### config.mk
export PLATFORM = sky130hd
export DESIGN_NAME = png_unf_ram
export DESIGN_NICKNAME = d
export VERILOG_FILES = /design/src/design/png_unf_ram.sv
export SDC_FILE = /design/constraint.sdc
export NUM_CORES = 2
export LEC_CHECK = 0
export BUFFER_PORTS_ARGS = -buffer_cell sky130_fd_sc_hd__buf_2
export CAP_MARGIN = 40
export CORE_ASPECT_RATIO = 0.75
export CORE_MARGIN = 2
export CORE_UTILIZATION = 35
export CTS_BUF_LIST = sky130_fd_sc_hd__clkbuf_4 sky130_fd_sc_hd__clkbuf_8
export DETAILED_ROUTE_END_ITERATION = 10
export GPL_TIMING_DRIVEN = 0
export PLACE_DENSITY = 0.46
export SLEW_MARGIN = 20
export SYNTH_ARGS = -nofsm -noshare
export SYNTH_HDL_FRONTEND = slang
export SYNTH_SLANG_ARGS = --single-unit
### constraint.sdc
create_clock -name aclk -period 3.65 [get_ports aclk]
set_input_delay 0.1825 -clock aclk [delete_from_list [all_inputs] [get_ports aclk]]
set_output_delay 0.1825 -clock aclk [all_outputs]
set_load 0.02 [all_outputs]
### src/design/png_unf_ram.sv
`timescale 1ns / 1ps

module png_unf_ram #(
    parameter int WIDTH = 8,
    parameter int DEPTH = 256
) (
    input  logic                                  aclk,
    input  logic                                  wr_en,
    input  logic [(DEPTH > 1 ? $clog2(DEPTH) : 1)-1:0] wr_addr,
    input  logic [WIDTH-1:0]                      wr_data,
    input  logic                                  rd_en,
    input  logic [(DEPTH > 1 ? $clog2(DEPTH) : 1)-1:0] rd_addr,
    output logic [WIDTH-1:0]                      rd_data
);

    logic [WIDTH-1:0] mem [DEPTH];
    logic [WIDTH-1:0] rd_data_reg;

    // One write port, one registered read port
    always_ff @(posedge aclk) begin
        if (wr_en) begin
            mem[wr_addr] <= wr_data;
        end
        if (rd_en) begin
            rd_data_reg <= mem[rd_addr];
        end
    end

    assign rd_data = rd_data_reg;

endmodule

==> impl_metrics.yaml <==
outcome:
  status: "finished clean"
flow_run:
  drv_cap: 0
clock_network:
  clk_latency_ps: 940
  cts_buffers: 329
  post_cts_buffers: 0
  cts_max_level: 5
  path_clk_slew_ps: 60
  cts_tree: "built"
  clock-root-buffer: "clkbuf_8"
  cts.sinks: 2056
  clk_path_buf_depth: 4
sta:
  report.final.hold_viol_count: 0
  rsz0062_at_grt: "no"
  clock_skew_ps: 55.40
  fmax_mhz: 284.9
  max_slew_margin_pct: 34.39
  setup_viol: 0
  hold_slack_ps: 142.5
  finalCritPeriodShare_pct: 96.17
  maxSlewViolCount: 0
  fin_crit_ps: 3510
  worstMarginPinSlew_ps: 984.1
synth:
  synthTopCellsByCount: "2,056 x edfxtp_1, 454 x mux4_2, 282 x nor2_1, 134 x mux2i_1, 133 x a22oi_1"
  yosys_warnings: 0
  syn_inst: 3733
  ys_seq_elements: 2056
  netlist_area_um2: 79640
  synth_ff_type: "edfxtp_1"
  synth_nets: 3760
  syn_area_per_cell_um2: 21.33
  synthTopCellsByArea: "edfxtp_1 78%, mux4_2 13%, mux2i_1 1.7%"
  ys_seq_area_share_pct: 77.53
  synth.top_cell.area_share_pct: 77.53
  synthArstFlopShare_pct: 0
  synth_enable_flop_cells: 2056
  ys_types: 54
  yosysMostFrequentCell: "edfxtp_1"
  synth_area_leader_cell: "edfxtp_1"
route:
  drt_iter0_drc: 6318
  post_drt_wl_per_cell_um: 36.41
  drt-pass1-iter-count: 6
  routed_wl_mm: 277.3
  via_per_inst: 5.691
  drtAntennaViolNets: 0
  drc: 0
  vias: 43340
floorplanning:
  initial_core_util_pct: 35.24
  top_level_ports: 35
  row_count: 151
  die_h_um: 417.1
  dieArea_um2: 231400
  fp.dieW_um: 554.8
  core_um2: 226000
worst_setup_path:
  cp_num_buf_inv: 6
  path_delay_family: "buffers and inverters"
  worstReg2RegEnd: "rd_data[3]$_DFFE_PP_"
  regToRegSetupSlack_ps: 310
  r2r_cells: 7
  crit_arrival_ps: 4130
  cp_max_fo: 10
  critPathSlowestCell: "clkbuf_1"
  critPathKind: "input port to flop"
  cp_cell_sequence: "buf_2 -> buf_2 -> buf_2 -> nor2_1 -> buf_4 -> clkbuf_1 -> a22oi_1 -> a21oi_1 -> nor4_2 -> buf_4 -> nor4_1"
  crit_start: "rd_addr[2]"
  cpMostUsedCell: "buf_2"
  critPathLaunchType: "input port"
  cp.required_ps: 4270
  worstSetupEndpointType: "flop"
  reg2reg_from: "mem[83][3]$_DFFE_PP_"
  max_stage_delay_ps: 680
power:
  p_switching_mw: 11.39
  power_density_nw_per_um2: 518.5
  pwr-share-seq_pct: 54.1
  switching_share_pct: 23.62
  intPower_mw: 36.82
  ir_drop_mv: 0.4736
  combPwrFrac_pct: 6.5
  leakage_nw: 29.38
  clkPwrFrac_pct: 39.5
global_routing:
  grt_max_degree: 121
  grt_overflow: 0
  antenna_found_initial: 23
  grt_pass1_vias: 42010
  grt_pass1_wl_mm: 370.0
  track_usage_pct: 23.67
min_path:
  hold_class: "input port to flop"
  min_path_cells: 3
  hp-start: "wr_addr[3]"
  hold_end: "mem[157][3]$_DFFE_PP_"
finish:
  largest_register_ffs: 2048
  post-route-util_pct: 41.15
  drive_gt1_share_pct: 30.73
  fillers: 20140
  final_nets: 4425
  areaGrowthSynthToFinish_pct: 16.75
placed_design:
  portBuffers: 27
  post-dp-hpwl_mm: 191.2
  finalWeightedCongestion: 0.9038
==> logic make-up after synthesis <==
| kind of cell | after synthesis | synth area share [%] |
|---|---|---|
| buffers and inverters | 235 | 1.829 |
| and+or+nand+nor | 466 | 2.625 |
| AOI/OAI and AO/OA | 385 | 3.416 |
| DFF | 2056 | 77.53 |
| muxes | 591 | 14.60 |
==> how the worst max path moves through the flow <==
stage / end / slack, ps / depth (start not counted)
final: rd_data[1]$_DFFE_PP_ / 140 / 11
after detailed placement: rd_data[3]$_DFFE_PP_ / -910 / 12
after floorplan: rd_data[2]$_DFFE_PP_ / 1390 / 9
after global routing: rd_data[3]$_DFFE_PP_ / 160 / 12
after CTS: rd_data[3]$_DFFE_PP_ / 110 / 12
after global placement: rd_data[1]$_DFFE_PP_ / -2210 / 9
==> final cells by class <==
type / count / area, um2 / area share (%)
Sequential cell: 2056 / 61740 / 66.40
Inverter: 2 / 7.507 / 0.008074
Multi-Input combinational cell: 1442 / 16540 / 17.79
Clock inverter: 126 / 655.6 / 0.7052
Antenna cell: 4 / 10.01 / 0.01077
Timing Repair Buffer: 334 / 3408 / 3.666
Tap cell: 2983 / 3732 / 4.014
Buffer: 233 / 1506 / 1.620
Clock buffer: 435 / 5374 / 5.780
==> power groups by stage <==
| stage | combinational (mW) | clock (mW) | sequential [mW] |
|---|---|---|---|
| global placement | 2.87 | 0 | 26.7 |
| CTS | 3.09 | 19.4 | 26.1 |
| finish | 3.12 | 19.0 | 26.1 |
| floorplan | 1.26 | 0 | 26.6 |
| global route | 3.20 | 20.3 | 26.0 |
| detailed placement | 3.08 | 0 | 26.6 |
==> metal layers <==
layer,vias up,part of all wire [%],GRT usage [%]
li1,17090,-,-
met1,23490,45,35.81
met2,2324,42,33.72
met5,-,0.0032,0
met3,428,9.9,5.665
met4,2,3.0,6.882
==> per-stage QoR <==
stage	setup slack [ps]	setup TNS [ps]	instance area, um2	power, mW	instances
final	140.0	0	92980	48.21	7615
after global routing	160.8	0	92970	49.58	7614
after detailed placement	-908.4	-25720	86160	29.63	6953
after CTS	107.2	0	92350	48.51	7531
after global placement	-2207	-3135450	83500	29.53	6743
after floorplan	1391	0	79640	27.83	3733
==> timing repair <==
action	CTS	global route
gates resized for setup	0	0
endpoints found under the hold margin	1104	0
hold buffers	17	0
==> cells in the final DEF (no fill, tap or decap), types with 36 or more instances in the layout <==
master       n
nor2_1     279
buf_4      230
a22oi_1    133
o221ai_1    46
clkbuf_1    75
mux2i_1    134
clkbuf_4    99
clkbuf_8   337
mux4_2     454
edfxtp_1  2056
clkbuf_2    36
clkinv_1    89
buf_6       45
buf_2       72
a21oi_1     96
==> worst min-delay path: stages <==
cell and delay, ps:
clkbuf_1 300, nand3_1 330, nor2_1 100
(Power assumes the default switching activity.)
